$ cat src/dtmfg_pkg.sv
// Shared types, constants and the coefficient table of the DTMF Goertzel detector.
package dtmfg_pkg;

    localparam int TONES  = 8;
    localparam int TONE_W = 3;
    localparam int CNT_W  = 15;
    localparam int MUL_W  = 33;
    localparam int PROD_W = 2 * MUL_W;
    localparam int SAT_W  = 31;
    localparam int PWR_W  = 63;
    localparam int COEF_W = 21;

    localparam logic [CNT_W-1:0] BLK_RESET = 15'd256;

    // 2*cos(2*pi*f/8000) with 20 fraction bits, rows then columns
    localparam logic [COEF_W-1:0] COEF_Q20 [TONES] = '{
        21'd1790693, 21'd1725202, 21'd1644888, 21'd1550010,
        21'd1220652, 21'd1044770, 21'd837412,  21'd596150
    };

    typedef enum logic [3:0] {
        ST_IDLE,
        ST_RRD,
        ST_RLD,
        ST_RLO,
        ST_RHI,
        ST_RWB,
        ST_CNT,
        ST_PRD,
        ST_PSAT,
        ST_PCA,
        ST_PAA,
        ST_PBB,
        ST_PTB,
        ST_PSUM,
        ST_OUT
    } t_state;

    typedef enum logic [2:0] {
        MUL_C_LO,
        MUL_C_HI,
        MUL_C_A,
        MUL_A_A,
        MUL_B_B,
        MUL_T_B
    } t_mul_sel;

    typedef struct packed {
        logic     mul_en;
        t_mul_sel mul_sel;
        logic     ld_res;
        logic     ld_lo;
        logic     ld_sat;
        logic     ld_t;
        logic     ld_acc;
        logic     add_acc;
    } t_dp_ctrl;

    // coefficient rounded half-up to frac fraction bits
    function automatic logic [COEF_W-1:0] coef(input logic [TONE_W-1:0] idx, input int frac);
        logic [COEF_W+1:0] v;
        v = ({1'b0, COEF_Q20[idx], 1'b0}) + ((COEF_W+2)'(1) << (20 - frac));
        return COEF_W'(v >> (21 - frac));
    endfunction

endpackage

$ cat src/dtmfg_peak.sv
// Running search for the two strongest tones, ties to the lower index.
module dtmfg_peak (
    input  logic                            i_clk,
    input  logic                            i_en,
    input  logic                            i_first,
    input  logic [dtmfg_pkg::TONE_W-1:0]    i_idx,
    input  logic [dtmfg_pkg::PWR_W-1:0]     i_pwr,
    output logic [dtmfg_pkg::TONE_W-1:0]    o_idx1,
    output logic [dtmfg_pkg::TONE_W-1:0]    o_idx2
);

    logic [dtmfg_pkg::PWR_W-1:0]  r_v1;
    logic [dtmfg_pkg::PWR_W-1:0]  r_v2;
    logic [dtmfg_pkg::TONE_W-1:0] r_i1;
    logic [dtmfg_pkg::TONE_W-1:0] r_i2;

    always_ff @(posedge i_clk) begin
        if (i_en) begin
            if (i_first) begin
                // runner-up defaults to tone one at zero power
                r_v1 <= i_pwr;
                r_i1 <= i_idx;
                r_v2 <= '0;
                r_i2 <= dtmfg_pkg::TONE_W'(1);
            end else if (i_pwr > r_v1) begin
                r_v2 <= r_v1;
                r_i2 <= r_i1;
                r_v1 <= i_pwr;
                r_i1 <= i_idx;
            end else if (i_pwr > r_v2) begin
                r_v2 <= i_pwr;
                r_i2 <= i_idx;
            end
        end
    end

    assign o_idx1 = r_i1;
    assign o_idx2 = r_i2;

endmodule

$ cat config.mk
export PLATFORM = sky130hd
export DESIGN_NAME = dtmfg_peak
export DESIGN_NICKNAME = d
export VERILOG_FILES = /design/src/dtmfg_pkg.sv /design/src/dtmfg_peak.sv
export SDC_FILE = /design/constraint.sdc
export NUM_CORES = 1
export LEC_CHECK = 0
export BUFFER_PORTS_ARGS = -buffer_cell sky130_fd_sc_hd__buf_2
export CORE_ASPECT_RATIO = 0.9
export CORE_MARGIN = 3
export CORE_UTILIZATION = 50
export CTS_CLUSTER_SIZE = 14
export DETAILED_ROUTE_END_ITERATION = 12
export MAX_ROUTING_LAYER = met4
export PLACE_DENSITY = 0.69
export SYNTH_ARGS = -nofsm -noshare
export SYNTH_HDL_FRONTEND = slang
export SYNTH_SLANG_ARGS = --single-unit
$ cat constraint.sdc
create_clock -name i_clk -period 6.8 [get_ports i_clk]
set_input_delay 2.04 -clock i_clk [delete_from_list [all_inputs] [get_ports i_clk]]
set_output_delay 2.04 -clock i_clk [all_outputs]
set_load 0.05 [all_outputs]
---- Word level (Yosys, flattened, before mapping) ----
Cells that the tools add are included.
W data, S select, Z words.
word-level totals
  output and inout port bits .............. 6
  bits of input ports ..................... 69
  register bits ........................... 132
operators by class
  multiplexer cells ....................... 8
  reductions and logical operators ........ 4
  order comparisons ....................... 2
operator list
  cell                number
  $mux W63            4
  $gt A63 B63 Y1      2
  $mux W3             4
  $reduce_and A2 Y1   2
  $reduce_bool A3 Y1  1
  $reduce_bool A2 Y1  1

---- Logic depth before layout (Yosys ltp) ----
  depth after elaboration ................. 3
  gate-level depth with buffers ........... 12
  depth with buffers taken out ............ 10

---- Worst setup path after synthesis ----
OpenSTA, ideal clock, no wires.
  path kind ............................... input port to flip-flop
  start ................................... input port i_pwr[41] in the netlist's numbering
  end ..................................... register r_i1 (netlist bit o_idx1[0]) (enable)
  slack ................................... 1.000 ns
  stages on the path ...................... 10
  arrival ................................. 5.371 ns
  data required time ...................... 6.371 ns
  library setup time ...................... 0.429 ns
  path through ............................ ha_1 > nand4_1 > nor4_2 > nand3b_1 > nor3_1 > a221oi_2 > a21oi_2 > buf_6 > buf_6 > o21a_1
between the ends
  cells in the longest elaborated chain, start to end .. 3
RTL lines
  what                          RTL line          source
  from (decl)                   dtmfg_peak.sv:7   input logic [dtmfg_pkg::PWR_W-1:0] i_pwr,
  $gt A63 B63 Y1                dtmfg_peak.sv:25  end else if (i_pwr > r_v1) begin
  $reduce_bool A2 Y1 (no line)  --
  $reduce_and A2 Y1 (no line)   --
  to (signal assigned)          dtmfg_peak.sv:22  r_i1 <= i_idx;
  to (signal assigned)          dtmfg_peak.sv:29  r_i1 <= i_idx;
  to (decl)                     dtmfg_peak.sv:14  logic [dtmfg_pkg::TONE_W-1:0] r_i1;
Every way passes these cells.
A chain may end at the register's enable or synchronous reset.

---- Worst setup path in the final report ----
  start ................................... input port i_pwr[41] in the netlist's numbering
  end ..................................... register r_v2[50] in the netlist's numbering (enable)
between the ends
  cells in the longest elaborated chain, start to end .. 3
  elaborated cells on any way between the ends .. 4
  those cells by class .................... order compare (2); reduce/logical (2)
RTL lines
  what                                      RTL line                            source
  $gt A63 B63 Y1, on equally long branches  dtmfg_peak.sv:25, dtmfg_peak.sv:30
  $reduce_bool A3 Y1 (no line) *            --
  $reduce_and A2 Y1 (no line) *             --
  to (signal assigned)                      dtmfg_peak.sv:26                    r_v2 <= r_v1;
  to (signal assigned)                      dtmfg_peak.sv:31                    r_v2 <= i_pwr;
  to (decl)                                 dtmfg_peak.sv:13                    logic [dtmfg_pkg::PWR_W-1:0] r_v2;
Every way passes the cells marked *; elsewhere a longest branch is shown, timed or not.

==> results.md <==
- Share of layout cells above drive strength 1: 0.124
- RSZ-0062 raised after global routing: false
- Worst Path Required: 6.91 ns
- Worst Setup Start Kind: input pin
- Worst-Margin Slew: 1.04 ns
- Total global routing track utilization: 0.193
- Cell taking the most area after synthesis: edfxtp_1
- CTS buffer count: 17
- Layout area overhead: 12.8%
- Bufs on Longest Clock Path: 2
- DIE HEIGHT: 131 um
- Result of the run: complete, no violations
- Core Util, Final: 0.579
- P_leak: 4.40 nW
- Total power: 2.26 mW
- CP top delay family: simple AND/OR/NAND/NOR gates
- Flops & latches, synth: 132
- Syn_area_per_cell: 10.9 um2
- Die ar.: 19100 um2
- Largest net degree at the start of global routing: 131
- Clk slew on worst S/H paths: 0.05 ns
- HPWL Detailed: 12100 um
- WP data arrival: 4.99 ns
- Post-synthesis sequential area ratio: 0.454
- CP max stage delay: 0.67 ns
- Final min period: 4.88 ns
- DR WL/cell: 15.4 um
- Cell chain of the critical path: buf_2 -> ha_1 -> nand4_1 -> nor4_2 -> nand3b_1 -> nor3_1 -> a221oi_2 -> a21oi_4 -> o31a_2 -> buf_4
- Power Dens Cells: 230 nW/um2
- Input/output buffers: 74
- CTS tree: yes
- Max capacitance violation total: 0
- Vias in the first global route: 5831
- Drt pass-1 iters: 4
- Core area: 17000 um2
- Worst path bufs/invs: 2
- N_diodes: 0
- Final period utilization: 0.717
- Placer Congestion: 0.799
- Library cells used by synthesis: 37
- Maximum vdd drop: 0.000179 V
- Residual DRC count: 0
- Total gr overflow: 0
- Final wirelength: 17200 um
- Crit end category: flop
- Syn_nets: 996
- Sum Neg Setup Slack: 0 ns
- DR vias/cell: 5.14
- # nets final: 1073
- Initial Util: 0.514
- Asr flop ratio synth: 0
- Crit path max fanout: 26
- Hold buffers post-CTS: 0
- Post-synth EDFFs: 132
- Clk_lat worst skew: 0.42 ns
- Synth top area cells: edfxtp_1 45%, ha_1 18%, nand2b_1 9.4%
- Count of final setup violators: 0
- Post-CTS setup buffer count: 0
- Root Buffer: clkbuf_16
- HP Class: reg -> reg
- Yosys top cell area share: 0.454
- Sink Count: 132
- DRT iter0 DRCs: 262
- FP Rows: 45
- Max Fclk: 205 MHz
- Most used DFF post-synth: edfxtp_1
- Fillers: 1491
- Ports: 75
- Max stage delay cell, worst path: o31a_2
- Setup Skew: 0.0102 ns
- Critical path class: in -> reg
- Die W: 145 um
- First-pass GRT wire length: 28800 um
- Place WS: 1.51 ns
- Post-Syn Area: 8730 um2
- Slew HR: 0.308
- YS warnings: 0
- Initial antenna violation count: 0
- Final std cells w/o fill: 1122
- Max Slew Vio Count: 0
- Final Hold Fails: 0
- H-Tree Level Count: 4
- Syn Inst Count: 801
- DRT antenna net count: 0
- Post-CTS sizing: 0
- Worst setup margin: 1.92 ns
- Via count: 5771
- Placed insts: 1094
-- cell type report --
cell class	instances	area, um2	share of cell area
well taps	235	294	0.0299
repair buffers	79	420	0.0427
flip-flops and latches	132	3960	0.403
multi-input cells	519	4190	0.425
clock buffers	18	429	0.0436
inverters	129	484	0.0492
clock inverters	10	70.1	0.00712
-- synthesized netlist by cell type (4+ instances only) --
cell type and count:
nand3_1 13, a21o_1 14, a21oi_1 46, clkbuf_1 14
nor2_1 13, o21ai_0 15, nand2b_1 131, edfxtp_1 132
nand2_1 25, nand4_1 25, a211oi_1 9, inv_1 129
ha_1 126, mux2i_1 66, buf_4 4, nor3_1 5
-- kinds of logic after synthesis --
logic type / after synthesis / synth area share
AOI/OAI and AO/OA: 100 / 0.0706
and+or+nand+nor: 227 / 0.151
buffers and inverters: 150 / 0.0688
DFF: 132 / 0.454
muxes: 66 / 0.0756
adders and majority gates: 126 / 0.181
-- per-layer routing --
metal | up-vias | GRT usage | wire length [um]
li1 | 2963 | - | -
met1 | 2703 | 0.252 | 8370
met2 | 80 | 0.304 | 7990
met3 | 25 | 0.0476 | 559
met4 | 0 | 0.0533 | 318
met5 | - | - | 0
-- tightest hold or removal path: cells and delay by family (launching register included) --
| kind | cells | cell delay [ns] |
|---|---|---|
| muxes | 1 | 0.11 |
| DFF | 1 | 0.34 |
| and+or+nand+nor | 1 | 0.05 |
-- layout by cell type, fill, tap and decap left out, types with 15 or more instances in the layout --
cell type	netlist	layout
edfxtp_1	132	132
nand2b_1	131	131
inv_1	129	129
ha_1	126	126
buf_2	0	74
mux2i_1	66	66
a21oi_1	46	46
nand4_1	25	25
nand2_1	25	25
clkbuf_16	0	17
o21ai_0	15	15
-- worst paths after layout --
| kind | start | endpoint | slack, ns | depth (start not counted) |
|---|---|---|---|---|
| hold reg to reg | r_v1[8] | r_v2[8] | 0.63 | 2 |
| setup / recovery | i_pwr[41] | r_v2[50] | 1.92 | 10 |
| setup reg to reg | r_v1[41] | r_v2[50] | 3.30 | 10 |
| hold / removal | r_v1[8] | r_v2[8] | 0.63 | 2 |
-- flip-flops by register name, summed over array words and instances (netlist names) --
| register | flops |
|---|---|
| o_idx2 | 3 |
| o_idx1 | 3 |
| r_v2 | 63 |
| r_v1 | 63 |
-- stage by stage --
step | area, um2 | hold WS, ns
floorplan | 8730 | 0.598
global placement | 9350 | 0.609
detailed placement | 9350 | 0.622
CTS | 9850 | 0.635
global route | 9850 | 0.654
finish | 9850 | 0.631
-- report_power, final --
part	leakage [nW]	internal (mW)	switching (mW)	total, mW
Clock	0.251	0.484	0.320	0.804
Combinational	2.86	0.182	0.260	0.442
Sequential	1.28	0.992	0.0241	1.02
Total	4.40	1.66	0.604	2.26
Note: power is estimated with default switching activity, not from simulation.
