<file path="config.mk">
export PLATFORM = sky130hd
export DESIGN_NAME = dtmfg_dp
export DESIGN_NICKNAME = d
export VERILOG_FILES = /design/src/dtmfg_pkg.sv /design/src/dtmfg_dp.sv
export SDC_FILE = /design/constraint.sdc
export NUM_CORES = 2
export LEC_CHECK = 0
export ABC_AREA = 1
export BUFFER_PORTS_ARGS = -buffer_cell sky130_fd_sc_hd__buf_2
export CAP_MARGIN = 10
export CORE_MARGIN = 10
export CORE_UTILIZATION = 59
export CTS_CLUSTER_DIAMETER = 40
export CTS_CLUSTER_SIZE = 24
export DETAILED_ROUTE_END_ITERATION = 10
export PLACE_DENSITY_LB_ADDON = 0.3
export SYNTH_ARGS = -nofsm -noshare
export SYNTH_HDL_FRONTEND = slang
export SYNTH_SLANG_ARGS = --single-unit
</file>
<file path="constraint.sdc">
create_clock -name i_clk -period 7.35 [get_ports i_clk]
set_clock_uncertainty 0.2 [all_clocks]
set_input_delay 0.3675 -clock i_clk [delete_from_list [all_inputs] [get_ports i_clk]]
set_output_delay 0.3675 -clock i_clk [all_outputs]
set_load 0.02 [all_outputs]
</file>
<file path="src/dtmfg_pkg.sv">
// Shared types, constants and the coefficient table of the DTMF Goertzel detector.
package dtmfg_pkg;

    localparam int TONES  = 8;
    localparam int TONE_W = 3;
    localparam int CNT_W  = 15;
    localparam int MUL_W  = 33;
    localparam int PROD_W = 2 * MUL_W;
    localparam int SAT_W  = 31;
    localparam int PWR_W  = 63;
    localparam int COEF_W = 21;

    localparam logic [CNT_W-1:0] BLK_RESET = 15'd256;

    // 2*cos(2*pi*f/8000) with 20 fraction bits, rows then columns
    localparam logic [COEF_W-1:0] COEF_Q20 [TONES] = '{
        21'd1790693, 21'd1725202, 21'd1644888, 21'd1550010,
        21'd1220652, 21'd1044770, 21'd837412,  21'd596150
    };

    typedef enum logic [3:0] {
        ST_IDLE,
        ST_RRD,
        ST_RLD,
        ST_RLO,
        ST_RHI,
        ST_RWB,
        ST_CNT,
        ST_PRD,
        ST_PSAT,
        ST_PCA,
        ST_PAA,
        ST_PBB,
        ST_PTB,
        ST_PSUM,
        ST_OUT
    } t_state;

    typedef enum logic [2:0] {
        MUL_C_LO,
        MUL_C_HI,
        MUL_C_A,
        MUL_A_A,
        MUL_B_B,
        MUL_T_B
    } t_mul_sel;

    typedef struct packed {
        logic     mul_en;
        t_mul_sel mul_sel;
        logic     ld_res;
        logic     ld_lo;
        logic     ld_sat;
        logic     ld_t;
        logic     ld_acc;
        logic     add_acc;
    } t_dp_ctrl;

    // coefficient rounded half-up to frac fraction bits
    function automatic logic [COEF_W-1:0] coef(input logic [TONE_W-1:0] idx, input int frac);
        logic [COEF_W+1:0] v;
        v = ({1'b0, COEF_Q20[idx], 1'b0}) + ((COEF_W+2)'(1) << (20 - frac));
        return COEF_W'(v >> (21 - frac));
    endfunction

endpackage

</file>
<file path="src/dtmfg_dp.sv">
// Shared multiplier datapath: resonator update and tone power.
module dtmfg_dp #(
    parameter int ACC_BITS        = 48,
    parameter int COEFF_FRAC_BITS = 14
) (
    input  logic                            i_clk,
    input  dtmfg_pkg::t_dp_ctrl             i_ctrl,
    input  logic [dtmfg_pkg::TONE_W-1:0]    i_tone,
    input  logic                            i_entry_vld,
    input  logic [2*ACC_BITS-1:0]           i_rdata,
    input  logic signed [ACC_BITS-1:0]      i_x,
    output logic [2*ACC_BITS-1:0]           o_wdata,
    output logic [dtmfg_pkg::PWR_W-1:0]     o_pwr
);

    localparam int F = COEFF_FRAC_BITS;

    logic [dtmfg_pkg::COEF_W-1:0]           c;
    logic signed [ACC_BITS-1:0]             s1_in;
    logic signed [ACC_BITS-1:0]             s2_in;
    logic signed [ACC_BITS-1:0]             r_s1;
    logic signed [ACC_BITS-1:0]             r_s2;
    logic [63:0]                            s1_64;
    logic signed [dtmfg_pkg::SAT_W-1:0]     r_a;
    logic signed [dtmfg_pkg::SAT_W-1:0]     r_b;
    logic signed [31:0]                     r_t;
    logic [63:0]                            r_plo;
    logic signed [63:0]                     r_acc;
    logic signed [dtmfg_pkg::MUL_W-1:0]     op_a;
    logic signed [dtmfg_pkg::MUL_W-1:0]     op_b;
    logic signed [dtmfg_pkg::PROD_W-1:0]    r_prod;
    logic [63:0]                            up;
    logic [63:0]                            dn;
    logic [63:0]                            s64;
    logic signed [63:0]                     diff;

    function automatic logic signed [dtmfg_pkg::SAT_W-1:0] sat(input logic signed [63:0] v);
        if (v > 64'sd1073741823) begin
            return 31'sh3FFFFFFF;
        end else if (v < -64'sd1073741824) begin
            return 31'sh40000000;
        end
        return v[dtmfg_pkg::SAT_W-1:0];
    endfunction

    assign c     = dtmfg_pkg::coef(i_tone, F);
    // entries not written since the last block end read as zero
    assign s1_in = i_entry_vld ? i_rdata[ACC_BITS-1:0] : '0;
    assign s2_in = i_entry_vld ? i_rdata[2*ACC_BITS-1:ACC_BITS] : '0;
    assign s1_64 = 64'(r_s1);

    always_comb begin
        op_a = $signed(dtmfg_pkg::MUL_W'(c));
        op_b = '0;
        case (i_ctrl.mul_sel)
            dtmfg_pkg::MUL_C_LO: op_b = $signed({1'b0, s1_64[31:0]});
            dtmfg_pkg::MUL_C_HI: op_b = dtmfg_pkg::MUL_W'($signed(s1_64[63:32]));
            dtmfg_pkg::MUL_C_A:  op_b = dtmfg_pkg::MUL_W'(r_a);
            dtmfg_pkg::MUL_A_A: begin
                op_a = dtmfg_pkg::MUL_W'(r_a);
                op_b = dtmfg_pkg::MUL_W'(r_a);
            end
            dtmfg_pkg::MUL_B_B: begin
                op_a = dtmfg_pkg::MUL_W'(r_b);
                op_b = dtmfg_pkg::MUL_W'(r_b);
            end
            dtmfg_pkg::MUL_T_B: begin
                op_a = dtmfg_pkg::MUL_W'(r_t);
                op_b = dtmfg_pkg::MUL_W'(r_b);
            end
            default: op_b = '0;
        endcase
    end

    always_ff @(posedge i_clk) begin
        if (i_ctrl.mul_en) begin
            r_prod <= op_a * op_b;
        end
        if (i_ctrl.ld_res) begin
            r_s1 <= s1_in;
            r_s2 <= s2_in;
        end
        if (i_ctrl.ld_lo) begin
            r_plo <= r_prod[63:0];
        end
        if (i_ctrl.ld_sat) begin
            r_a <= sat(64'(s1_in));
            r_b <= sat(64'(s2_in));
        end
        if (i_ctrl.ld_t) begin
            r_t <= 32'(r_prod >>> F);
        end
        if (i_ctrl.ld_acc) begin
            r_acc <= $signed(r_prod[63:0]);
        end else if (i_ctrl.add_acc) begin
            r_acc <= r_acc + $signed(r_prod[63:0]);
        end
    end

    // floor(c*s1/2^F) from the two partial products, modulo 2^64
    assign up  = r_prod[63:0] << (32 - F);
    assign dn  = r_plo >> F;
    assign s64 = 64'(i_x) + up + dn - 64'(r_s2);

    assign o_wdata = {r_s1, s64[ACC_BITS-1:0]};

    assign diff  = r_acc - $signed(r_prod[63:0]);
    assign o_pwr = diff[63] ? '0 : diff[dtmfg_pkg::PWR_W-1:0];

endmodule

</file>
* Word-level counts from Yosys, hierarchy flattened
Memories as Yosys holds them, arrays and structs flattened.
Index checks and enable logic that the tools add are counted.
** Storage, ports and cells
- Register bits after elaboration :: 380
- ROM bits :: 168
- Bits of input ports :: 159
- Word-level logic and storage cells :: 52
- Memories kept :: 1
** Memory list
- (name not given) :: depth 8, bits a word 21, rd ports 1, clocked after memory_dff 0, wr ports 0, line dtmfg_pkg.sv:62 : v = ({1'b0, COEF_Q20[idx], 1'b0}) + ((COEF_W+2)'(1) << (20 - frac));
** Operators by class
- Add/sub/neg operators :: 6
- Multiply operators :: 1
- $lt $le $gt $ge :: 5
- Equal/unequal tests :: 5
- Multiplexer cells :: 21
- Bitwise operators :: 1
- Reductions and logical operators :: 4
** Operators by type and width (number)
- 2-to-1 mux 31 bit :: 6
- one-hot mux 33 bit (4 select lines) :: 1
- 2-to-1 mux 64 bit :: 2
- one-hot mux 33 bit (3 select lines) :: 1
- adder 48 bit :: 2
- > comparator 48 x 31 -> 1 bit (second input constant) :: 2
- < comparator 48 x 31 -> 1 bit (second input constant) :: 2
- 2-to-1 mux 48 bit :: 2
- adder 64 bit :: 1
- multiplier 33 x 33 -> 64 bit :: 1
- subtractor 64 bit :: 1
- 2-to-1 mux 63 bit :: 1
- subtractor 48 bit :: 1
- 2-to-1 mux 21 bit :: 2
- adder 22 x 7 -> 23 bit (second input constant) :: 1
- equality test 3 x 2 -> 1 bit (second input constant) :: 2
- equality test 3 bit (second input constant) :: 2
- 2-to-1 mux 1 bit :: 6
- >= comparator 4 bit (second input constant) :: 1
- NOT 3 -> 4 bit :: 1
- OR reduction 2 bit :: 2
- equality test 3 x 1 -> 1 bit (second input constant) :: 1
- logical NOT 3 bit :: 1
- nonzero test 2 bit :: 1

* Longest topological paths before layout
- Word-level depth :: 7
- Depth in mapped cells :: 45
- Gate-level depth less buffers :: 44

* Worst setup path before layout
No wires, ideal clock.
- Kind :: input to register
- From :: input port i_tone[0] (netlist bit)
- To :: register r_prod[38] (netlist bit), data pin
- Arrival time :: 7.685 ns
- Required time :: 6.898 ns
- Slack :: -0.787 ns
- Stages :: 40
- Path buffers :: 1
- Path through :: inv_1 > ha_1 > nand2_1 > ha_1 > nand4_1 > or2_4 > nor2_4 > nand2_2 > nor2_1 > or2_1 > nand3_2 > nand2_4 > buf_2 > nor2_1 > fa_1 > inv_1 > fa_1 > fa_1 > [... 4 more ...] > fa_1 > inv_1 > fa_1 > inv_1 > ha_1 > nand2_1 > nor2_1 > inv_1 > nor2_1 > inv_1 > nor2_1 > nand2_1 > nand3_1 > nand2_1 > nand2_1 > nand2_1 > nand3_1 > nand2_1
** Between the ends
- Word-level cells in the longest chain between the ends :: 7
** Ends and longest elaborated chain
- start: declaration :: line dtmfg_dp.sv:8 : input logic [dtmfg_pkg::TONE_W-1:0] i_tone,
- NOT 3 -> 4 bit (not written as such) :: line dtmfg_pkg.sv:62
- memory (8 x 21 bit)
- 2-to-1 mux 21 bit (not written as such) (2 in a row) :: line dtmfg_pkg.sv:62
- adder 22 x 7 -> 23 bit :: line dtmfg_pkg.sv:62
- one-hot mux 33 bit (3 select lines) :: line dtmfg_dp.sv:55 : case (i_ctrl.mul_sel)
- multiplier 33 x 33 -> 64 bit :: line dtmfg_dp.sv:77 : r_prod <= op_a * op_b;
- end signal: assignment :: line dtmfg_dp.sv:77
- end: declaration :: line dtmfg_dp.sv:31 : logic signed [dtmfg_pkg::PROD_W-1:0] r_prod;
Every way passes these cells. The select of a mux whose other input is x is not followed.
A chain may end at the register's enable or synchronous reset.

* Final worst setup path
- From :: input port i_tone[0] (netlist bit)
- To :: register r_prod[46] (netlist bit), data pin
Same word-level chain as after synthesis.

==> out/results.ini <==
[grt]
grt_max_degree=84
grt-ovfl-total=0
antenna_found_initial=15
grt_usage=0.443
grt_pass1_wl_mm=435
first_global_vias=70400

[placed_design]
dp_hpwl_mm=244
gp_congestion=1.06
portBuffers=317
pre_cts_slack_ns=-1.51

[cts]
cts_max_level=2
cts_tree=built
cts.path.max_buffers=3
path_clk_slew_ns=0.06
clockRootBuffer=clkbuf_16
cts_sinks=366
cts-buffers-inserted=61
clkLatencyLatePin_ns=0.72

[synthesis]
syn_area_um2=70000
synth_top_area_cell=fa_1
seq_area_frac_synth=0.157
yosysWarnings=0
syn_nets=10900
synth_area_leaders=fa_1 (34%), edfxtp_1 (16%), nand2_1 (13%)
ys_seq_elements=366
synth_area_per_cell_um2=7.64
synth_common_cells=nand2_1 (2404), inv_1 (2222), fa_1 (1183)
yosysUniqueCellTypes=58
synth_most_common_cell=nand2_1
synth_cells=9162
synth_edf_count=366
synth_flop_cell=edfxtp_1
synth.top_cell.area_share=0.338
synthArstFlopShare=0

[sta]
timing.setup.tns_ns=-43.69
setup_viol=49
max_freq_mhz=118
period_share=1.16
finalHoldViolCount=0
slew_violations=0
min_period_ns=8.50
fin_ws_ns=-1.15
worst-slew-pin-transition_ns=1.27
rsz0062_at_grt=yes
slew_headroom=0.155
whs_ns=0.0901

[job]
maxCapViolations=0

[setup_path]
regToRegSetupSlack_ns=-0.94
max_stage_delay_ns=0.60
cp.arrival_ns=8.76
worstPathRequired_ns=7.61
worst_path_max_delay_cell=fa_1
r2r_start=r_b[10]
cpMostUsedCell=fa_1
crit_type=input port to flip-flop
worst-path-max-fanout=5
reg2reg_to=r_prod[46]
end_kind=flip-flop
start_kind=input port
r2r_cells=29

[floorplanning]
die-area_um2=133000
rows=126
core_area_um2=118000
io_pins=318
die_y_um=365
dieWidth_um=365
initial_core_util=0.594

[final_layout]
area_growth_pct=26.1
fin_nets=12100
drive_gt1_frac=0.210

[drt]
drtIter0Drc=8909
vias=70500
post-route-drc-count=0
drt_wl_total_mm=308
viasPerCell=5.90
first_pass_iters=10
final_antenna_net_count=0
routedWlPerCell_um=25.8

[hold_path]
holdPathEnd=r_acc[9]
hold_class=input port to flip-flop
whs_path_depth=2
min_from=i_ctrl[0]

[status]
outcome=complete, but fails checks
failed_checks=negative setup slack

==> cell families after synthesis <==
family	Yosys count	share of synthesized area
AND/OR/NAND/NOR	3883	0.221
buffers and inverters	2510	0.139
AO/OA/AOI/OAI	677	0.0547
flip-flops	366	0.157
XOR/XNOR	133	0.0170
adder cells (fa/ha/maj)	1593	0.411
==> per-layer routing <==
| layer | GRT usage | share of wire |
|---|---|---|
| met2 | 0.670 | 0.43 |
| met4 | 0.323 | 0.096 |
| met1 | 0.532 | 0.33 |
| met3 | 0.143 | 0.14 |
| met5 | 0 | 0.00055 |
==> worst max path at each step <==
stage	from	to	slack, ns	cells past startpoint
floorplan	i_tone[1]	r_prod[62]	-0.46	39
global placement	i_tone[1]	r_prod[57]	-1.46	37
detailed placement	i_tone[1]	r_prod[45]	-1.51	39
CTS	i_tone[0]	r_prod[63]	-0.47	38
global route	i_tone[0]	r_prod[58]	-1.25	40
finish	i_tone[0]	r_prod[46]	-1.15	37
==> worst max-delay path, delay by kind of cell <==
kind	cells	cell delay, ns
XOR/XNOR	1	0.19
adder cells (fa/ha/maj)	11	4.77
AO/OA/AOI/OAI	4	0.80
buffers and inverters	9	1.15
AND/OR/NAND/NOR	12	1.48
==> metrics by stage <==
step                      area, um^2  cells   util
final                          88300  11900  0.749
after detailed placement       80400  11600  0.682
after global placement         80400  11600  0.682
after floorplan                70700   9162      -
after global routing           88300  11900  0.749
after CTS                      86400  11900  0.733
==> area by class of cell <==
class                           instances  area [um^2]
Sequential cell                       366        11000
Timing Repair Buffer                 1358        11500
Inverter                             2262         8580
Multi-Input combinational cell       6286        53100
Tap cell                             1536         1920
Fill cell                            8319        29600
Clock inverter                         54          703
Antenna cell                           19         47.5
Clock buffer                           62         1530
==> flip-flops by register name, summed over array words and instances (netlist names) <==
name	flops
r_acc	64
r_s2	48
r_a	31
r_t	32
r_plo	48
r_s1	48
r_b	31
r_prod	64
==> cells in the final DEF, fill, tap and decap left out, drive strengths merged, types with 2 or more instances in the layout <==
cell type | Yosys | layout
clkbuf | 96 | 62
nor4 | 17 | 17
nand3 | 298 | 298
bufinv | 0 | 5
dlygate4sd3 | 0 | 97
edfxtp | 366 | 366
o221ai | 2 | 2
clkinv | 7 | 26
o22ai | 18 | 18
ha | 410 | 410
o2111ai | 9 | 9
o21bai | 35 | 35
a31oi | 14 | 14
a221oi | 8 | 8
a21boi | 7 | 7
fa | 1183 | 1183
a22o | 10 | 10
diode | 0 | 19
o211ai | 4 | 4
nor3 | 59 | 59
nor2 | 1001 | 1001
and3 | 5 | 5
a21oi | 277 | 277
o21ai | 259 | 259
clkinvlp | 0 | 14
a21o | 21 | 21
nand3b | 3 | 3
buf | 152 | 1261
xor2 | 105 | 105
and2 | 3 | 3
o31ai | 2 | 2
xnor2 | 26 | 26
or2 | 8 | 8
nand2 | 2416 | 2416
inv | 2255 | 2271
nand4 | 73 | 73
o21a | 9 | 9
==> timing repair <==
action,in CTS,in global routing
gates resized for setup,579,364
pin swaps,228,219
buffers inserted,74,64
endpoints found under the setup margin,48,52
endpoints found under the hold margin,169,0
hold buffers,97,0
gates cloned,2,0
Power is left out: the tool's default activity adds up to more than one toggle a clock period on the data nets, which glitch-free logic cannot reach.
