`src/dtmfg_pkg.sv`:
```
// Shared types, constants and the coefficient table of the DTMF Goertzel detector.
package dtmfg_pkg;

    localparam int TONES  = 8;
    localparam int TONE_W = 3;
    localparam int CNT_W  = 15;
    localparam int MUL_W  = 33;
    localparam int PROD_W = 2 * MUL_W;
    localparam int SAT_W  = 31;
    localparam int PWR_W  = 63;
    localparam int COEF_W = 21;

    localparam logic [CNT_W-1:0] BLK_RESET = 15'd256;

    // 2*cos(2*pi*f/8000) with 20 fraction bits, rows then columns
    localparam logic [COEF_W-1:0] COEF_Q20 [TONES] = '{
        21'd1790693, 21'd1725202, 21'd1644888, 21'd1550010,
        21'd1220652, 21'd1044770, 21'd837412,  21'd596150
    };

    typedef enum logic [3:0] {
        ST_IDLE,
        ST_RRD,
        ST_RLD,
        ST_RLO,
        ST_RHI,
        ST_RWB,
        ST_CNT,
        ST_PRD,
        ST_PSAT,
        ST_PCA,
        ST_PAA,
        ST_PBB,
        ST_PTB,
        ST_PSUM,
        ST_OUT
    } t_state;

    typedef enum logic [2:0] {
        MUL_C_LO,
        MUL_C_HI,
        MUL_C_A,
        MUL_A_A,
        MUL_B_B,
        MUL_T_B
    } t_mul_sel;

    typedef struct packed {
        logic     mul_en;
        t_mul_sel mul_sel;
        logic     ld_res;
        logic     ld_lo;
        logic     ld_sat;
        logic     ld_t;
        logic     ld_acc;
        logic     add_acc;
    } t_dp_ctrl;

    // coefficient rounded half-up to frac fraction bits
    function automatic logic [COEF_W-1:0] coef(input logic [TONE_W-1:0] idx, input int frac);
        logic [COEF_W+1:0] v;
        v = ({1'b0, COEF_Q20[idx], 1'b0}) + ((COEF_W+2)'(1) << (20 - frac));
        return COEF_W'(v >> (21 - frac));
    endfunction

endpackage

```
`src/dtmfg_ram.sv`:
```
// Resonator state memory: eight entries of both delays, registered read.
module dtmfg_ram #(
    parameter int WIDTH = 96
) (
    input  logic                            i_clk,
    input  logic                            i_we,
    input  logic [dtmfg_pkg::TONE_W-1:0]    i_waddr,
    input  logic [WIDTH-1:0]                i_wdata,
    input  logic [dtmfg_pkg::TONE_W-1:0]    i_raddr,
    output logic [WIDTH-1:0]                o_rdata
);

    logic [WIDTH-1:0] r_mem [dtmfg_pkg::TONES];
    logic [WIDTH-1:0] r_rdata;

    always_ff @(posedge i_clk) begin
        if (i_we) begin
            r_mem[i_waddr] <= i_wdata;
        end
        r_rdata <= r_mem[i_raddr];
    end

    assign o_rdata = r_rdata;

endmodule

```
`config.mk`:
```
export PLATFORM = sky130hd
export DESIGN_NAME = dtmfg_ram
export DESIGN_NICKNAME = d
export VERILOG_FILES = /design/src/dtmfg_pkg.sv /design/src/dtmfg_ram.sv
export SDC_FILE = /design/constraint.sdc
export NUM_CORES = 1
export LEC_CHECK = 0
export BUFFER_PORTS_ARGS = -buffer_cell sky130_fd_sc_hd__buf_2
export CAP_MARGIN = 25
export CORE_AREA = 4 4 234 328
export DETAILED_ROUTE_END_ITERATION = 8
export DIE_AREA = 0 0 238 332
export MAX_ROUTING_LAYER = met4
export RECOVER_POWER = 50
export SLEW_MARGIN = 0
export SYNTH_ARGS = -nofsm -noshare
export SYNTH_HDL_FRONTEND = slang
export SYNTH_SLANG_ARGS = --single-unit
```
`constraint.sdc`:
```
create_clock -name i_clk -period 8.9 [get_ports i_clk]
set_input_delay 1.78 -clock i_clk [delete_from_list [all_inputs] [get_ports i_clk]]
set_output_delay 1.78 -clock i_clk [all_outputs]
set_load 0.005 [all_outputs]
```
=== Word level (Yosys, flattened, before mapping) ===
Memories as Yosys holds them, arrays and structs flattened. A register that Yosys moved wholly into a read port is not among the register bits.
Index checks and enable logic that the tools add are counted.

* ROM bits: 0
* Memories: 1
* Word-level logic and storage cells: 3
* Latch bits: 0
* RAM bits: 768
* Output and inout port bits: 96
* Register bits: 0

{| class="wikitable"
|+ Memory list
! name !! depth !! width !! read ports !! clocked after memory_dff !! write ports !! RTL line !! RTL
|-
| r_mem || 8 || 96 || 1 || 1 || 1 || dtmfg_ram.sv:13 || <nowiki>logic [WIDTH-1:0] r_mem [dtmfg_pkg::TONES];</nowiki>
|}

* Muxes and demuxes: 2
* Shift operators: 0
* Eq/ne operators: 0
* $lt $le $gt $ge: 0
* $add $sub $neg: 0
* Divide/modulo/power cells: 0
* Bitwise logic cells: 0
* Multipliers: 0
* Reductions and logical operators: 0

{| class="wikitable"
|+ Operators by type and width
! operator !! count
|-
| 1-bit 2-to-1 mux || 2
|}

=== Depth between registers and ports, before layout ===
Gate-level depths: netlist of the first run.

* Depth after elaboration: 2
* Depth in mapped cells: 5

=== Least setup slack after synthesis of the first run ===
No wires, ideal clock.

* Path kind: input-to-reg
* Start point: input i_waddr[2] (netlist bit)
* End point: memory r_mem[0][0] (enable)
* Arrival: 8.454 ns
* Setup slack: -0.224 ns
* Data required time: 8.230 ns
* Library setup time: 0.670 ns
* Buffers on the path: 0
* Stages: 2
* Cells stage by stage: nand2b_1 nor3_1

{| class="wikitable"
|+ RTL lines
! item !! RTL line !! RTL
|-
| from (decl) || dtmfg_ram.sv:7 || <nowiki>input logic [dtmfg_pkg::TONE_W-1:0] i_waddr,</nowiki>
|-
| to (decl) || dtmfg_ram.sv:13 ||
|}

No word-level cell before the write port.

=== Final worst setup path of the first run ===
* Start point: input i_we
* End point: memory r_mem[5][45] (enable)

* Cells in the longest elaborated chain, start to end: 2

{| class="wikitable"
|+ Ends and longest elaborated chain
! item !! RTL line !! RTL
|-
| from (decl) || dtmfg_ram.sv:6 || <nowiki>input logic i_we,</nowiki>
|-
| 1-bit 2-to-1 mux || dtmfg_ram.sv:17 || <nowiki>if (i_we) begin</nowiki>
|-
| 1-bit 2-to-1 mux (not written as such) || dtmfg_ram.sv:18 || <nowiki>r_mem[i_waddr] <= i_wdata;</nowiki>
|}

No other way between the ends.

==> key figures, run 1 <==
Run status
  – Run status: finished, violations left
  – Failing checks: capacitance limit, slew limit

Floorplan
  – Initial Util: 41.8%
  – DIE AREA: 79000 sq um
  – Die height: 332 um
  – Core Area: 73700 sq um
  – IO Count: 200
  – Core Rows: 118
  – Die extent in x: 238 um

Clock network
  – Clk sink count: 864
  – Post-CTS Hold Fix Bufs: 0
  – H-tree Lvls: 3
  – CTS tree: yes
  – Clock Pin Slew Worst Setup and Hold Paths: 60 ps
  – Clk_lat worst skew: 610 ps
  – Post-CTS setup buffer count: 0
  – Cts bufs inserted: 82
  – Clk buf depth: 3
  – Resized cells post-CTS: 0
  – Root cell of the clock tree: clkbuf_16

Routing
  – WL met1: 26800 um
  – DRT Wirelength: 63200 um
  – Pre-Repair DR Iteration Count: 4
  – Iter 0 DRT Violations: 854
  – Post-route ant nets: 0
  – DRC violations left: 0
  – Vias per cell: 5.24
  – Via count: 13100
  – WL met2: 32300 um
  – Met3 Wirelength: 2640 um
  – Top Metal Used: met4
  – WL/cell: 25.2 um

Critical path
  – Critical Path RT: 9120 ps
  – Delay of the slowest critical-path stage: 2280 ps
  – Worst path arrival time: 5600 ps
  – Crit-path cells: buf_2 > nand2_1 > nor2_4 > clkbuf_1 > buf_4
  – Crit path depth: 5
  – Crit path max-delay family: buffers and inverters
  – Buf/Inv on CP: 3
  – CP Launch Type: input port
  – Crit Path Category: input port to flop
  – CP endpoint kind: flop
  – Crit Path Max Fanout: 56
  – Worst R2R Path Depth: 2
  – Crit-path slowest cell: clkbuf_1

Synth
  – Syn Std Cell Area: 30800 sq um
  – Distinct cells, synth: 12
  – Top cells by area, synth: edfxtp_1 75%, mux4_2 14%, dfxtp_1 6.2%, mux2_2 3.5%, buf_6 0.73%
  – Synthesized Nets: 1323
  – Largest area contributor in the netlist: edfxtp_1
  – Avg Inst Size Synth: 25.3 sq um
  – Mapped Cells: 1219
  – Yosys reg bits: 864
  – Yosys top cell area share: 74.9%
  – Synth warn: 0
  – Register area share after synthesis: 81.1%

Placement
  – HPWL after detailed placement: 34800 um
  – RD Place Congestion: 0.695
  – Placed cell count: 2348
  – PortBufs: 199
  – Dpl cell area: 33000 sq um

STA
  – Final Cycle Share: 60.4%
  – Slew Viols, Final: 107
  – Final Hold Viols: 0
  – Max Clock Skew: 14.4 ps
  – Slew HR: -116%
  – Worst-Margin Slew: 3250 ps
  – Setup TNS: 0 ps
  – Final setup vio count: 0
  – FMAX: 186 MHz
  – Unrepaired setup endpoints after global routing: false
  – Final worst path period need: 5380 ps

Cells and area
  – Nets@finish: 1577
  – Share of layout cells above drive strength 1: 35.3%
  – Non-Filler Instances: 2507
  – Post-Layout Inst Area: 35500 sq um
  – P&R area growth vs syn: 15.4%

Power and ir drop
  – PD cells: 241 nW/um^2
  – P_leak: 11.4 nW
  – Peak supply drop: 0.132 mV

GRT
  – Largest net degree at the start of global routing: 76
  – Overflow after GRT: 0
  – Initial antenna violation count: 5
  – Vias in the first global route: 14300
  – Gr usage total: 16.5%
  – First-pass GRT wire length: 94600 um

Min path
  – Hold Crit Class: flop to flop
  – Hold Crit Depth: 2

Flow run
  – Max-Cap Viols: 4
[kinds of logic (layout without fill, tap and decap cells)]
kind of cell | count (synthesis) | after routing | synth area share, %
mux | 288 | 288 | 17.5
simple gates | 13 | 13 | 0.191
flops | 864 | 864 | 81.1
other cells | 0 | 8 | 0
buf+inv | 54 | 374 | 1.16
[synthesized netlist by cell type]
cell	n
mux2_2	96
buf_1	10
nand2_1	2
nor2_1	6
nand2b_1	3
buf_6	20
dfxtp_1	96
edfxtp_1	768
mux4_2	192
buf_2	4
clkbuf_1	20
nor3_1	2
[final timing paths]
| path | startpoint | end | slack (ps) |
|---|---|---|---|
| setup reg to reg | r_mem[7][23] | o_rdata[23] | 7600 |
| setup / recovery | i_we | r_mem[5][45] | 3520 |
| hold reg to reg | r_mem[2][48] | o_rdata[48] | 670 |
| hold / removal | r_mem[2][48] | o_rdata[48] | 670 |
[tightest hold or removal path, stage by stage, from the launching register on]
cell and delay [ps]:
edfxtp_1 320, mux4_2 210, mux2_2 130
[routing by layer]
layer	track usage (%)	vias to the layer above
li1	-	5673
met1	21.5	7078
met2	26.8	285
met3	2.97	111
met4	4.97	0
met5	-	-
[cells in the final DEF (no fill, tap or decap)]
master / count
clkinv_4: 3
buf_8: 1
clkinv_1: 9
mux2_2: 96
clkinv_8: 1
buf_2: 100
dfxtp_1: 96
buf_12: 1
nor2_4: 3
nor3_4: 1
nand2b_1: 3
clkbuf_1: 113
buf_4: 21
nand2_1: 2
clkbuf_16: 84
clkinvlp_4: 4
nor2_1: 3
bufinv_16: 10
edfxtp_1: 768
inv_6: 5
diode_2: 8
nor3_1: 1
mux4_2: 192
clkbuf_8: 5
clkinv_2: 16
buf_16: 1
[report_power, final]
group | internal, mW | total [mW] | leakage (nW) | switching [mW]
clock network | 2.06 | 3.53 | 1.34 | 1.47
logic | 0.195 | 0.415 | 2.28 | 0.220
registers | 4.58 | 4.63 | 7.79 | 0.0480
[metrics by stage]
stage | setup slack [ps] | util (%) | power, mW | hold slack, ps
CTS | 4800 | 48.5 | 8.70 | 678
detailed placement | 4140 | 44.7 | 5.15 | 672
floorplan | 2360 | - | 4.95 | 657
finish | 3520 | 48.3 | 8.58 | 673
global placement | 4170 | 44.7 | 5.14 | 665
global route | 3230 | 48.2 | 8.90 | 701
[sequential cells by signal (all words and copies together), names as in the netlist]
name and count:
r_mem 768, o_rdata 96
[area by class of cell]
type | instances | area (sq um)
antenna | 8 | 20.0
clock buffer | 102 | 2210
clock inverter | 48 | 531
fill | 5977 | 38100
multi-input combinational | 301 | 5500
sequential | 864 | 25000
tap | 960 | 1200
timing repair buffer | 224 | 1110
No activity file was read; power rests on OpenSTA's default activity.
==> run 2, diff against run 1 <==
- clock period: 8.9 -> 5.6 ns (I/O delays scaled with it)
==> key figures, run 2 (synthesized netlist as in run 1, its figures left out) <==
Routing
  – Post-route ant nets: 0 (unchanged)
  – DRC violations left: 0 (unchanged)
  – DRT Wirelength: 62400 um (was 63200 um)
  – Pre-Repair DR Iteration Count: 5 (was 4)
  – Vias per cell: 5.23 (was 5.24)
  – WL/cell: 24.9 um (was 25.2 um)
  – Iter 0 DRT Violations: 866 (was 854)
  – Via count: 13100 (about the same)

Critical path
  – Buf/Inv on CP: 2 (was 3)
  – CP Launch Type: input port (unchanged)
  – Critical R2R Capture: o_rdata[28] (was o_rdata[23])
  – Crit Path Max Fanout: 96 (was 56)
  – CP endpoint kind: flop (unchanged)
  – Worst path arrival time: 4080 ps (was 5600 ps)
  – Crit-path cells: clkbuf_1 > nand2b_1 > nor2_4 > clkbuf_2 (was buf_2 > nand2_1 > nor2_4 > clkbuf_1 > buf_4)
  – Delay of the slowest critical-path stage: 2340 ps (was 2280 ps)
  – Crit-path slowest cell: clkbuf_2 (was clkbuf_1)
  – R2R setup slack: 4330 ps (was 7600 ps)
  – Crit path depth: 4 (was 5)
  – Reg2reg start: r_mem[4][28] (was r_mem[7][23])
  – Crit Path Category: input port to flop (unchanged)
  – Crit path launch: i_waddr[0] (was i_we)
  – Crit path max-delay family: buffers and inverters (unchanged)
  – Worst R2R Path Depth: 2 (unchanged)
  – Critical Path RT: 5740 ps (was 9120 ps)

STA
  – Final Cycle Share: 70.3%
  – Final setup vio count: 0 (unchanged)
  – Worst-Margin Slew: 3360 ps (was 3250 ps)
  – Final Hold Viols: 0 (unchanged)
  – Unrepaired setup endpoints after global routing: false (unchanged)
  – FMAX: 254 MHz
  – Slew Viols, Final: 116 (was 107)
  – Setup TNS: 0 ps (unchanged)
  – Slew HR: -124% (was -116%)
  – Final worst path period need: 3940 ps
  – Max Clock Skew: 25.7 ps (was 14.4 ps)

GRT
  – Initial antenna violation count: 11 (was 5)
  – Overflow after GRT: 0 (unchanged)
  – Vias in the first global route: 14300 (about the same)
  – First-pass GRT wire length: 94100 um (was 94600 um)
  – Gr usage total: 16.4% (was 16.5%)
  – Largest net degree at the start of global routing: 107 (was 76)

Clock network
  – Root cell of the clock tree: clkbuf_16 (unchanged)
  – Post-CTS Hold Fix Bufs: 0 (unchanged)
  – Post-CTS setup buffer count: 0 (unchanged)
  – Clk buf depth: 3 (unchanged)
  – Cts bufs inserted: 80 (was 82)
  – Clk_lat worst skew: 620 ps (was 610 ps)
  – CTS tree: yes (unchanged)
  – H-tree Lvls: 3 (unchanged)
  – Clk sink count: 864 (unchanged)
  – Clock Pin Slew Worst Setup and Hold Paths: 60 ps (about the same)
  – Resized cells post-CTS: 0 (unchanged)

Cells and area
  – Nets@finish: 1574 (was 1577)
  – Post-Layout Inst Area: 35700 sq um (was 35500 sq um)
  – P&R area growth vs syn: 16.0% (was 15.4%)
  – Register area: 25000 sq um (unchanged)
  – Multi-input logic area: 5510 sq um (was 5500 sq um)
  – Commonest non-fill, non-tap cells in the layout: 768 x edfxtp_1, 192 x mux4_2, 117 x clkbuf_1, 98 x buf_2 (was 768 x edfxtp_1, 192 x mux4_2, 113 x clkbuf_1, 100 x buf_2)
  – Flip-flop count of the largest register after layout: 768 (unchanged)
  – Commonest non-fill, non-tap cell in the layout: edfxtp_1 (unchanged)
  – Post-layout util: 48.5% (was 48.3%)
  – Fill count: 5905 (was 5977)
  – Share of layout cells above drive strength 1: 35.1% (was 35.3%)
  – Largest reg by FF count: r_mem (unchanged)

Min path
  – Hold Crit Class: flop to flop (unchanged)
  – WHS Endpoint: o_rdata[59] (was o_rdata[48])
  – Hold wc startpoint: r_mem[6][59] (was r_mem[2][48])
  – Hold Crit Depth: 2 (unchanged)

Power and ir drop
  – Peak supply drop: 0.242 mV (was 0.132 mV)
  – PD cells: 384 nW/um^2 (was 241 nW/um^2)
  – Reg power frac: 53.7% (was 54.0%)
  – Overall power: 13.7 mW (was 8.58 mW)
  – Sw frac: 19.7% (was 20.2%)
  – Comb power frac: 4.8% (about the same)
  – P_leak: 11.5 nW (was 11.4 nW)
  – Internal power: 11.0 mW (was 6.84 mW)
  – Sw power: 2.69 mW (was 1.74 mW)
  – Clock network fraction of total power: 41.5% (was 41.2%)

Flow run
  – Max-Cap Viols: 2 (was 4)

Run status
  – Run status: finished, violations left (unchanged)
  – Failing checks: capacitance limit, slew limit (unchanged)

Placement
  – PortBufs: 199 (unchanged)
  – RD Place Congestion: 0.702 (was 0.695)
  – HPWL after detailed placement: 32900 um (was 34800 um)
  – Dpl cell area: 33100 sq um (was 33000 sq um)

Floorplan
  – Core Rows: 118 (unchanged)
  – DIE AREA: 79000 sq um (unchanged)
  – Die height: 332 um (unchanged)
  – Initial Util: 41.8% (unchanged)
  – IO Count: 200 (unchanged)
  – Core Area: 73700 sq um (unchanged)
  – Die extent in x: 238 um (unchanged)
-- run 2: cell count changes in the layout (fill, tap and decap cells not counted), sizes merged --
cell and change:
clkbuf +10, clkinv -7, diode +1, clkinvlp -3, buf -1, bufinv +2
inv -5
-- run 2: metrics by stage --
step	instances	setup slack, ps	hold WS (ps)
6_report	2504	1660	668
5_1_grt	2504	1470	699
4_1_cts	2494	2960	673
3_5_place_dp	2347	2290	668
3_3_place_gp	2346	2280	662
2_1_floorplan	1219	-282	657
-- run 2: routing by layer --
metal  track usage [%]  vias to the layer above  wire length, um
li1                  -                     5664                -
met1              21.3                     7077            26300
met2              26.8                      283            31900
met3              3.51                       68             3210
met4              4.10                        0             1090
met5                 -                        -                0
-- run 2: power by group through the flow --
stage          Clock (mW)  Sequential [mW]  Combinational, mW
2_1_floorplan           0             7.48              0.382
3_3_place_gp            0             7.49              0.676
3_5_place_dp            0             7.50              0.692
4_1_cts              5.83             7.37              0.695
5_1_grt              6.13             7.38              0.724
6_report             5.68             7.36              0.661
-- run 2: cell type report --
type                    count  share of cell area, %
flip-flops and latches    864                   69.9
clock buffers             112                   6.40
clock inverters            35                   1.39
multi-input cells         301                   15.4
diodes                      9                 0.0630
well taps                 960                   3.36
repair buffers            223                   3.46
-- run 2: how the worst max path moves through the flow --
stage | end | slack, ps
floorplan | r_mem[1][0] | -280
CTS | r_mem[3][45] | 2960
detailed placement | o_rdata[10] | 2290
global route | r_mem[6][93] | 1470
finish | r_mem[6][87] | 1660
global placement | o_rdata[10] | 2280
-- run 2: worst reg2reg max path, delay by kind of cell, from the launching register on --
kind          cells  cell delay [ps]
flip-flops        1              380
multiplexers      2              780
